## src/hw/rtl/tod_pkg.sv

```systemverilog
// Shared types, command codes and constants of the time-of-day counter.
package tod_pkg;

  // Command codes carried in the command field of an input beat.
  localparam logic [1:0] CMD_TICK    = 2'd0;
  localparam logic [1:0] CMD_ADVANCE = 2'd1;
  localparam logic [1:0] CMD_RETARD  = 2'd2;

  // Field widths.
  localparam int unsigned CmdW    = 2;
  localparam int unsigned AmountW = 8;
  localparam int unsigned SecW    = 6;
  localparam int unsigned MinW    = 6;
  localparam int unsigned HourW   = 5;
  localparam int unsigned DayW    = 16;
  localparam int unsigned TickW   = 8;

  // Time constants and reset values.
  localparam logic [SecW:0]    SecPerMin    = 7'd60;
  localparam logic [MinW:0]    MinPerHour   = 7'd60;
  localparam logic [HourW-1:0] LastHour     = 5'd23;
  localparam logic [TickW-1:0] TicksReset   = 8'd61;
  localparam logic [DayW-1:0]  DayReset     = 16'd21;

  typedef struct packed {
    logic [CmdW-1:0]    command;
    logic [AmountW-1:0] amount;
  } tod_in_t;

  typedef struct packed {
    logic [SecW-1:0]  seconds_now;
    logic [MinW-1:0]  minutes_now;
    logic [HourW-1:0] hours_now;
    logic signed [DayW-1:0] day_count;
    logic             second_changed;
    logic             colon_on;
  } tod_out_t;

  // Running time of day held between the top level and the update logic.
  typedef struct packed {
    logic [SecW-1:0]  sec;
    logic [MinW-1:0]  min;
    logic [HourW-1:0] hour;
    logic [DayW-1:0]  day;
  } tod_time_t;

endpackage

```

## src/hw/rtl/time_of_day_counter.sv

```systemverilog
// Top level of the time-of-day counter: input register, time state and result register.
// The counter takes one command beat per clock cycle while the result register is free
// or being emptied, and presents one result beat for each: the beat waits in the input
// register and then passes through the carry and borrow logic into the result register.
// Tick beats count the prescaler up to ticks_per_second and then advance one second;
// advance and retard beats move the time by 0 to 255 seconds, wrapping the day count
// across midnight. The result holds the time, a flag that the seconds differ from the
// last result, and a colon flag that is on in even seconds. ticks_per_second resets to
// 61 and is written with cfg_we_i; write it only while no beat is in flight.
module time_of_day_counter import tod_pkg::*; (
  input  logic             clk_i,
  input  logic             rst_ni,
  input  logic             in_valid_i,
  output logic             in_ready_o,
  input  tod_in_t          in_data_i,
  output logic             out_valid_o,
  input  logic             out_ready_i,
  output tod_out_t         out_data_o,
  input  logic             cfg_we_i,
  input  logic [TickW-1:0] cfg_wdata_i
);

  logic             in_valid_q;
  tod_in_t          in_q;
  logic             out_valid_q;
  tod_out_t         out_q;
  logic [TickW-1:0] tps_q;
  logic [TickW-1:0] tick_q;
  logic [TickW-1:0] tick_d;
  tod_time_t        time_q;
  tod_time_t        time_d;
  logic             rep_valid_q;
  logic [SecW-1:0]  rep_sec_q;
  logic             advance;
  logic             fire;

  // The pipeline moves whenever the result register is free or being emptied.
  assign advance     = !out_valid_q || out_ready_i;
  assign fire        = in_valid_q && advance;
  assign in_ready_o  = !in_valid_q || advance;
  assign out_valid_o = out_valid_q;
  assign out_data_o  = out_q;

  // Prescaler limit register.
  always_ff @(posedge clk_i or negedge rst_ni) begin
    if (!rst_ni) begin
      tps_q <= TicksReset;
    end else if (cfg_we_i) begin
      tps_q <= cfg_wdata_i;
    end
  end

  // Input register.
  always_ff @(posedge clk_i or negedge rst_ni) begin
    if (!rst_ni) begin
      in_valid_q <= 1'b0;
    end else if (in_ready_o) begin
      in_valid_q <= in_valid_i;
    end
  end

  always_ff @(posedge clk_i) begin
    if (in_ready_o && in_valid_i) begin
      in_q <= in_data_i;
    end
  end

  tod_update u_update (
    .item_i             (in_q),
    .ticks_per_second_i (tps_q),
    .tick_i             (tick_q),
    .time_i             (time_q),
    .tick_o             (tick_d),
    .time_o             (time_d)
  );

  // Time state and the record of the last reported seconds.
  always_ff @(posedge clk_i or negedge rst_ni) begin
    if (!rst_ni) begin
      tick_q      <= '0;
      time_q.sec  <= '0;
      time_q.min  <= '0;
      time_q.hour <= '0;
      time_q.day  <= DayReset;
      rep_valid_q <= 1'b0;
      rep_sec_q   <= '0;
    end else if (fire) begin
      tick_q      <= tick_d;
      time_q      <= time_d;
      rep_valid_q <= 1'b1;
      rep_sec_q   <= time_d.sec;
    end
  end

  // Result register.
  always_ff @(posedge clk_i or negedge rst_ni) begin
    if (!rst_ni) begin
      out_valid_q <= 1'b0;
    end else if (fire) begin
      out_valid_q <= 1'b1;
    end else if (out_ready_i) begin
      out_valid_q <= 1'b0;
    end
  end

  always_ff @(posedge clk_i) begin
    if (fire) begin
      out_q.seconds_now    <= time_d.sec;
      out_q.minutes_now    <= time_d.min;
      out_q.hours_now      <= time_d.hour;
      out_q.day_count      <= time_d.day;
      out_q.second_changed <= !rep_valid_q || (time_d.sec != rep_sec_q);
      out_q.colon_on       <= !time_d.sec[0];
    end
  end

`ifndef ASSERT_OFF
  // A shown result always carries a legal time of day.
  a_time_range: assert property (@(posedge clk_i) disable iff (!rst_ni)
    out_valid_o |-> (out_data_o.seconds_now < 6'd60) && (out_data_o.minutes_now < 6'd60)
      && (out_data_o.hours_now < 5'd24))
    else $error("result time out of range");

  // The colon flag follows the parity of the seconds.
  a_colon: assert property (@(posedge clk_i) disable iff (!rst_ni)
    out_valid_o |-> (out_data_o.colon_on == !out_data_o.seconds_now[0]))
    else $error("colon flag does not match seconds");

  // The result beat reports the state that the update just stored.
  a_result_state: assert property (@(posedge clk_i) disable iff (!rst_ni)
    fire |=> out_valid_q && (out_q.seconds_now == time_q.sec)
      && (out_q.day_count == time_q.day))
    else $error("result differs from stored time");

  // Unchanged seconds after an earlier report must not raise the change flag.
  a_no_change: assert property (@(posedge clk_i) disable iff (!rst_ni)
    fire && rep_valid_q && (time_d.sec == rep_sec_q) |=> !out_q.second_changed)
    else $error("change flag raised without a change");
`endif

endmodule

```

## src/hw/rtl/tod_update.sv

```systemverilog
// Single-pass next-state logic: prescaler, seconds adjust with carry and borrow.
module tod_update import tod_pkg::*; (
  input  tod_in_t          item_i,
  input  logic [TickW-1:0] ticks_per_second_i,
  input  logic [TickW-1:0] tick_i,
  input  tod_time_t        time_i,
  output logic [TickW-1:0] tick_o,
  output tod_time_t        time_o
);

  logic [AmountW-1:0] adj;
  logic               add_en;
  logic               sub_en;
  logic [TickW:0]     tick_next;
  logic [2:0]         adj_min;
  logic [SecW-1:0]    adj_sec;
  logic [SecW:0]      sum_s;
  logic [MinW:0]      sum_m;
  logic               carry_s;
  logic               carry_m;
  logic [SecW:0]      dif_s;
  logic [MinW:0]      dif_m;
  logic               borrow_s;
  logic               borrow_m;
  logic [SecW:0]      sec_fix;
  logic [MinW:0]      min_fix;
  logic [SecW:0]      sec_wrap;
  logic [MinW:0]      min_wrap;
  tod_time_t          t_add;
  tod_time_t          t_sub;

  // Decode the command; a prescaler wrap becomes a one-second advance.
  always_comb begin
    adj       = item_i.amount;
    add_en    = 1'b0;
    sub_en    = 1'b0;
    tick_o    = tick_i;
    tick_next = {1'b0, tick_i} + {{TickW{1'b0}}, 1'b1};
    case (item_i.command)
      CMD_TICK: begin
        if (tick_next >= {1'b0, ticks_per_second_i}) begin
          tick_o = '0;
          add_en = 1'b1;
          adj    = 8'd1;
        end else begin
          tick_o = tick_next[TickW-1:0];
        end
      end
      CMD_ADVANCE: add_en = 1'b1;
      CMD_RETARD:  sub_en = 1'b1;
      default: ;
    endcase
  end

  // Split the adjustment into whole minutes and leftover seconds.
  always_comb begin
    if (adj >= 8'd240) begin
      adj_min = 3'd4;
      adj_sec = 6'(adj - 8'd240);
    end else if (adj >= 8'd180) begin
      adj_min = 3'd3;
      adj_sec = 6'(adj - 8'd180);
    end else if (adj >= 8'd120) begin
      adj_min = 3'd2;
      adj_sec = 6'(adj - 8'd120);
    end else if (adj >= 8'd60) begin
      adj_min = 3'd1;
      adj_sec = 6'(adj - 8'd60);
    end else begin
      adj_min = 3'd0;
      adj_sec = adj[SecW-1:0];
    end
  end

  // Forward path: carry seconds into minutes, minutes into hours and days.
  always_comb begin
    t_add   = time_i;
    sum_s   = {1'b0, time_i.sec} + {1'b0, adj_sec};
    carry_s = (sum_s >= SecPerMin);
    sec_fix = carry_s ? sum_s - SecPerMin : sum_s;
    t_add.sec = sec_fix[SecW-1:0];
    sum_m   = {1'b0, time_i.min} + {4'b0, adj_min} + {{MinW{1'b0}}, carry_s};
    carry_m = (sum_m >= MinPerHour);
    min_fix = carry_m ? sum_m - MinPerHour : sum_m;
    t_add.min = min_fix[MinW-1:0];
    if (carry_m) begin
      if (time_i.hour == LastHour) begin
        t_add.hour = '0;
        t_add.day  = time_i.day + 16'd1;
      end else begin
        t_add.hour = time_i.hour + 5'd1;
      end
    end
  end

  // Backward path: borrow from minutes and hours; hour zero wraps to the last hour.
  always_comb begin
    t_sub    = time_i;
    dif_s    = {1'b0, time_i.sec} - {1'b0, adj_sec};
    borrow_s = dif_s[SecW];
    sec_wrap = borrow_s ? dif_s + SecPerMin : dif_s;
    t_sub.sec = sec_wrap[SecW-1:0];
    dif_m    = {1'b0, time_i.min} - {4'b0, adj_min} - {{MinW{1'b0}}, borrow_s};
    borrow_m = dif_m[MinW];
    min_wrap = borrow_m ? dif_m + MinPerHour : dif_m;
    t_sub.min = min_wrap[MinW-1:0];
    if (borrow_m) begin
      if (time_i.hour == '0) begin
        t_sub.hour = LastHour;
        t_sub.day  = time_i.day - 16'd1;
      end else begin
        t_sub.hour = time_i.hour - 5'd1;
      end
    end
  end

  // Pick the path that the command asked for.
  always_comb begin
    if (add_en) begin
      time_o = t_add;
    end else if (sub_en) begin
      time_o = t_sub;
    end else begin
      time_o = time_i;
    end
  end

endmodule

```

## config.mk

```make
export PLATFORM = sky130hd
export DESIGN_NAME = time_of_day_counter
export DESIGN_NICKNAME = d
export VERILOG_FILES = /design/src/hw/rtl/tod_pkg.sv /design/src/hw/rtl/time_of_day_counter.sv /design/src/hw/rtl/tod_update.sv
export SDC_FILE = /design/constraint.sdc
export NUM_CORES = 1
export LEC_CHECK = 0
export CORE_MARGIN = 2
export CORE_UTILIZATION = 55
export DETAILED_ROUTE_END_ITERATION = 8
export DONT_BUFFER_PORTS = 1
export HOLD_SLACK_MARGIN = 0.12
export PLACE_DENSITY = 0.8
export SYNTH_ARGS = -nofsm -noshare
export SYNTH_HDL_FRONTEND = slang
export SYNTH_SLANG_ARGS = --single-unit
```

## constraint.sdc

```tcl
create_clock -name clk_i -period 23.1 [get_ports clk_i]
set_input_delay 2.31 -clock clk_i [delete_from_list [all_inputs] [get_ports clk_i]]
set_output_delay 2.31 -clock clk_i [all_outputs]
set_load 0.05 [all_outputs]
```

Word level (Yosys, flattened, before mapping)
Index checks and enable logic that the tools add are counted.
{ "word_totals": {"output_inout_bits": 37, "mem_bits_ro": 0, "latch_bits": 0, "mem_bits_rw": 0, "register_bits": 97, "n_memories": 0, "word_cells": 88, "input_bits": 23} }
{ "classes": {"div_mod_pow": 0, "n_eq_ne": 4, "shifts": 0, "n_lt_le_gt_ge": 7, "multipliers": 0, "n_reduce_logical": 13, "n_addsub": 19, "bitwise_logic": 0, "n_mux": 28} }
{ "ops": {"columns": ["cell", "n"], "rows": [
  ["two-way mux 33 bit", 2],
  ["two-way mux 6 bit", 8],
  ["two-way mux 21 bit", 2],
  ["subtractor 6 bit (second input constant)", 6],
  ["two-way mux 16 bit", 2],
  ["two-way mux 8 bit", 3],
  ["adder 16 x 1 -> 16 bit (second input constant)", 1],
  ["greater-or-equal comparator 8 bit (second input constant)", 2],
  ["subtractor 16 x 1 -> 16 bit (second input constant)", 1],
  ["greater-or-equal comparator 7 x 6 -> 1 bit (second input constant)", 2],
  ["adder 6 bit (second input constant)", 2],
  ["two-way mux 5 bit", 2],
  ["adder 8 x 1 -> 9 bit (second input constant)", 1],
  ["greater-or-equal comparator 9 x 8 -> 1 bit", 1],
  ["two-way mux 3 bit", 3],
  ["greater-or-equal comparator 8 x 6 -> 1 bit (second input constant)", 1],
  ["greater-or-equal comparator 8 x 7 -> 1 bit (second input constant)", 1],
  ["adder 6 x 3 -> 7 bit", 1],
  ["adder 6 x 6 -> 7 bit", 1],
  ["adder 7 x 1 -> 7 bit", 1],
  ["subtractor 6 x 3 -> 7 bit", 1],
  ["subtractor 6 x 6 -> 7 bit", 1],
  ["subtractor 7 x 1 -> 7 bit", 1],
  ["inequality test 6 bit", 1],
  ["other kinds (14)", 24]
]} }

Longest topological paths before layout
{ "logic_depth": {"ltp_word": 17, "ltp_mapped": 42, "mapped_depth_nobuf": 40} }

By module
Synthesis repeated with hierarchy kept, for this count alone.
{ "hier_totals": {"hier_cells": 632, "area_unflattened_um2": 6630.1} }
{ "modules_own_cells": {"columns": ["module", "cells_each", "area_each_um2", "seq_area_each_um2", "instances"], "rows": [
  ["time_of_day_counter", 168, 3538.4, 2662.6, 1],
  ["tod_update", 464, 3091.7, 0.0, 1]
]} }

Worst setup path after synthesis
No wires, ideal clock.
{ "synth_timing": {"path_kind": "flip-flop to flip-flop", "from": "register tick_q[2]", "to": "register out_q, in the netlist out_data_o[16], data pin", "period_less_slack_ns": 8.630, "required_ns": 22.834, "stages_incl_launch_ff": 42, "arrival_time_ns": 8.364, "path_buffers": 2, "setup_slack_ns": 14.470, "setup_time_ns": 0.266, "cell_sequence": "dfrtp_1 -> and3_1 -> nand3_1 -> nor2_1 -> xor2_1 -> ha_1 -> and3_1 -> a221oi_1 -> o21ai_1 -> o21ai_1 -> and2_0 -> inv_1 -> ha_1 -> a21boi_0 -> o21ai_0 -> nor2_1 -> a21oi_1 -> nor2_1 -> [... 6 more ...] -> and3_1 -> a22oi_1 -> o21ai_0 -> fa_1 -> inv_1 -> fa_1 -> and2b_1 -> or2_1 -> buf_4 -> ha_1 -> and3b_1 -> nor4bb_1 -> a22oi_1 -> a211o_1 -> o32a_1 -> buf_2 -> nor3_1 -> xor2_1"} }
{ "synth_lines": {"columns": ["item", "line_no", "source"], "rows": [
  ["from (decl)", "time_of_day_counter.sv:28", "logic [TickW-1:0] tick_q;"],
  ["from (signal assigned)", "time_of_day_counter.sv:88", "tick_q <= tick_d;"],
  ["to (decl)", "time_of_day_counter.sv:26", "tod_out_t out_q;"]
]} }

==> reports/qor.yml <==
route:
  routed_via_density: 6.16
  wl_per_cell_um: 17.0
  via_count: 5020
  route.detailed.drc: 0
  totalWireLength_um: 13900
  ant_nets: 0
  drtIter0Drc: 327
  firstDrtPassIters: 5
clock_network:
  cts_root_buf: "clkbuf_16"
  path_clk_slew_ns: 0.08
  cts_tree: "built"
  clock_latency_ns: 0.36
  hold_buffers: 0
  clock_sinks: 97
  clk_path_buf_depth: 2
  cts_setup_buffers: 0
  cts_buffers: 9
  h-tree-depth: 3
  ctsResizeCount: 0
flow_run:
  drv_cap: 0
global_routing:
  first_global_vias: 4815
  grt_max_degree: 58
  grt_first_pass_wirelength_um: 23000
  antenna_found_initial: 0
  grt_overflow: 0
  grt_use_total: 0.225
final_layout:
  fillers: 920
  drive_gt1_frac: 0.0685
  final_cells: 815
  areaGrowthSynthToFinish_pct: 6.02
  nets: 737
  antennaDiodeCount: 0
yosys:
  synth_edf_count: 45
  syn_area_sq_um: 6510
  synth_area_per_cell_sq_um: 9.61
  syn-instance-count: 677
  yosysTopAreaCellShare: 0.208
  ys_top_cells_by_area: "edfxtp_1, dfrtp_1, ha_1"
  yosysTopAreaCell: "edfxtp_1"
  ys_seq_area_frac: 0.409
  yosysUniqueCellTypes: 76
  synth_flop_cell: "edfxtp_1"
  ys_async_sr_fraction: 0.536
  ys_warn_count: 0
  syn_nets: 747
  synth_seq_cells: 97
setup_path:
  start_kind: "register"
  crit_required_ns: 23.21
  max_stage_delay_ns: 0.59
  path_max_fanout: 10
  critPathSlowestCell: "o21ai_1"
  setup.worst_path.end_class: "register"
  crit_top_cell: "ha_1"
  criticalPathCategory: "reg -> reg"
  cp.arrival_ns: 10.28
pwr:
  p_per_area_nw_per_um2: 122
  ir_drop_v: 0.000101
  finalPower_mw: 0.843
  leakage_nw: 2.90
timing:
  worst_slew_pin_slew_ns: 1.02
  setup-violations-final: 0
  finalClockSkew_ns: 0.0128
  relSlewSlack: 0.319
  fin_crit_ns: 10.18
  maxSlewViolCount: 0
  rsz0062_at_grt: "false"
  setup-tns-final_ns: 0
  fin_crit_sh: 0.441
  fmax_mhz: 98.2
  hold_viol: 0
floorplanning:
  ios: 60
  rows: 39
  start_util: 0.567
  die_h_um: 113
  core_area_sq_um: 11500
  die_w_um: 113
  die_area_sq_um: 12700
placement:
  io_buffers: 0
  dp_hpwl_um: 10100
  place.gp.congestion: 0.908
  dp_cells: 799
worst_hold_path:
  hold_path_class: "reg -> reg"
run_status:
  status: "finished clean"
## worst max-delay path: cells and delay by family, from the launching register on
family          cells  cell delay [ns]
compound gates     12             3.36
xor+xnor            4             0.77
fa+ha+maj           7             1.85
buf+inv             2             0.18
flops               1             0.44
simple gates       14             3.32
## path summary, 6_finish.rpt
kind / slack [ns] / from / endpoint / cells after the start
setup / recovery: 12.92 / tick_q[2] / out_data_o[16] / 39
setup reg to reg: 12.92 / tick_q[2] / out_data_o[16] / 39
hold reg to reg: 0.48 / rep_valid_q / rep_valid_q / 1
min in group asynchronous: 1.65 / rst_ni / tick_q[0] / 0
hold / removal: 0.48 / rep_valid_q / rep_valid_q / 1
max in group asynchronous: 21.23 / rst_ni / time_q[4] / 0
## layer usage
metal / wire, um / track usage
met2: 6720 / 0.376
met5: 0 / 0
met3: 596 / 0.0455
met1: 6170 / 0.287
met4: 383 / 0.0894
## power breakdown
| group | switching [mW] | leakage [nW] | total [mW] | internal (mW) |
|---|---|---|---|---|
| combinational | 0.224 | 1.71 | 0.390 | 0.166 |
| sequential | 0.0831 | 1.06 | 0.308 | 0.225 |
| clock | 0.0702 | 0.135 | 0.145 | 0.0751 |
| total | 0.377 | 2.90 | 0.843 | 0.466 |
## layout by cell type, fill, tap and decap left out, types with 4 or more instances in the layout
cell and instances:
nand2_1 64, nor2_1 47, o21ai_0 47, edfxtp_1 45, dfrtp_1 44, ha_1 41, inv_1 40, xnor2_1 36
a21oi_1 28, xor2_1 24, nand3_1 23, and3_1 13, nor3_1 12, nand2b_1 11, clkbuf_16 9, nor2b_1 8
a211oi_1 8, o31ai_1 8, or3_1 8, dfstp_2 8, a22oi_1 7, and2_1 7, mux2i_1 7, o211ai_1 7
mux2_2 7, a21boi_0 6, fa_1 6, o21bai_1 5, a21o_1 5, nand4_1 5, o22ai_1 4, nor4_1 4
o221ai_1 4
## through the flow
step / setup WS [ns] / util / instance area (sq um) / hold WS [ns]
5_1_grt: 12.01 / 0.602 / 6900 / 0.516
4_1_cts: 13.00 / 0.602 / 6900 / 0.482
3_5_place_dp: 13.05 / 0.576 / 6610 / 0.454
3_3_place_gp: 13.61 / 0.576 / 6610 / 0.449
6_report: 12.92 / 0.602 / 6900 / 0.476
2_1_floorplan: 14.47 / - / 6510 / 0.435
## synth_stat cells, drive strengths merged, types with 8 or more instances
master	n
o21ai	50
a211oi	8
nand3	23
xnor2	36
dfstp	8
inv	41
ha	41
nand2	64
dfrtp	44
a21oi	30
nor3	13
nand2b	11
clkbuf	21
and2	8
o31ai	9
nor2	48
xor2	24
and3	13
or3	9
edfxtp	45
nor2b	8
## cell type report
type,instances,area (sq um),share of cell area
Clock buffer,9,225,0.0326
Inverter,41,154,0.0223
Timing Repair Buffer,3,22.5,0.00326
Tap cell,143,179,0.0259
Clock inverter,7,63.8,0.00925
Multi-Input combinational cell,515,3590,0.521
Sequential cell,97,2660,0.386
## sequential cells by signal, indices dropped and copies added (netlist names)
register,count
in_q,10
time_q,27
out_data_o,35
tick_q,8
out_valid_o,1
in_valid_q,1
tps_q,8
rep_valid_q,1
rep_sec_q,6
## cells by family after synthesis
kind of cell / synth area share
DFF: 0.409
and+or+nand+nor: 0.176
adders and majority gates: 0.0988
buffers and inverters: 0.0388
xor gates and xnor gates: 0.0842
AOI/OAI and AO/OA: 0.170
muxes: 0.0229
Power figures use the tool's default switching activity.
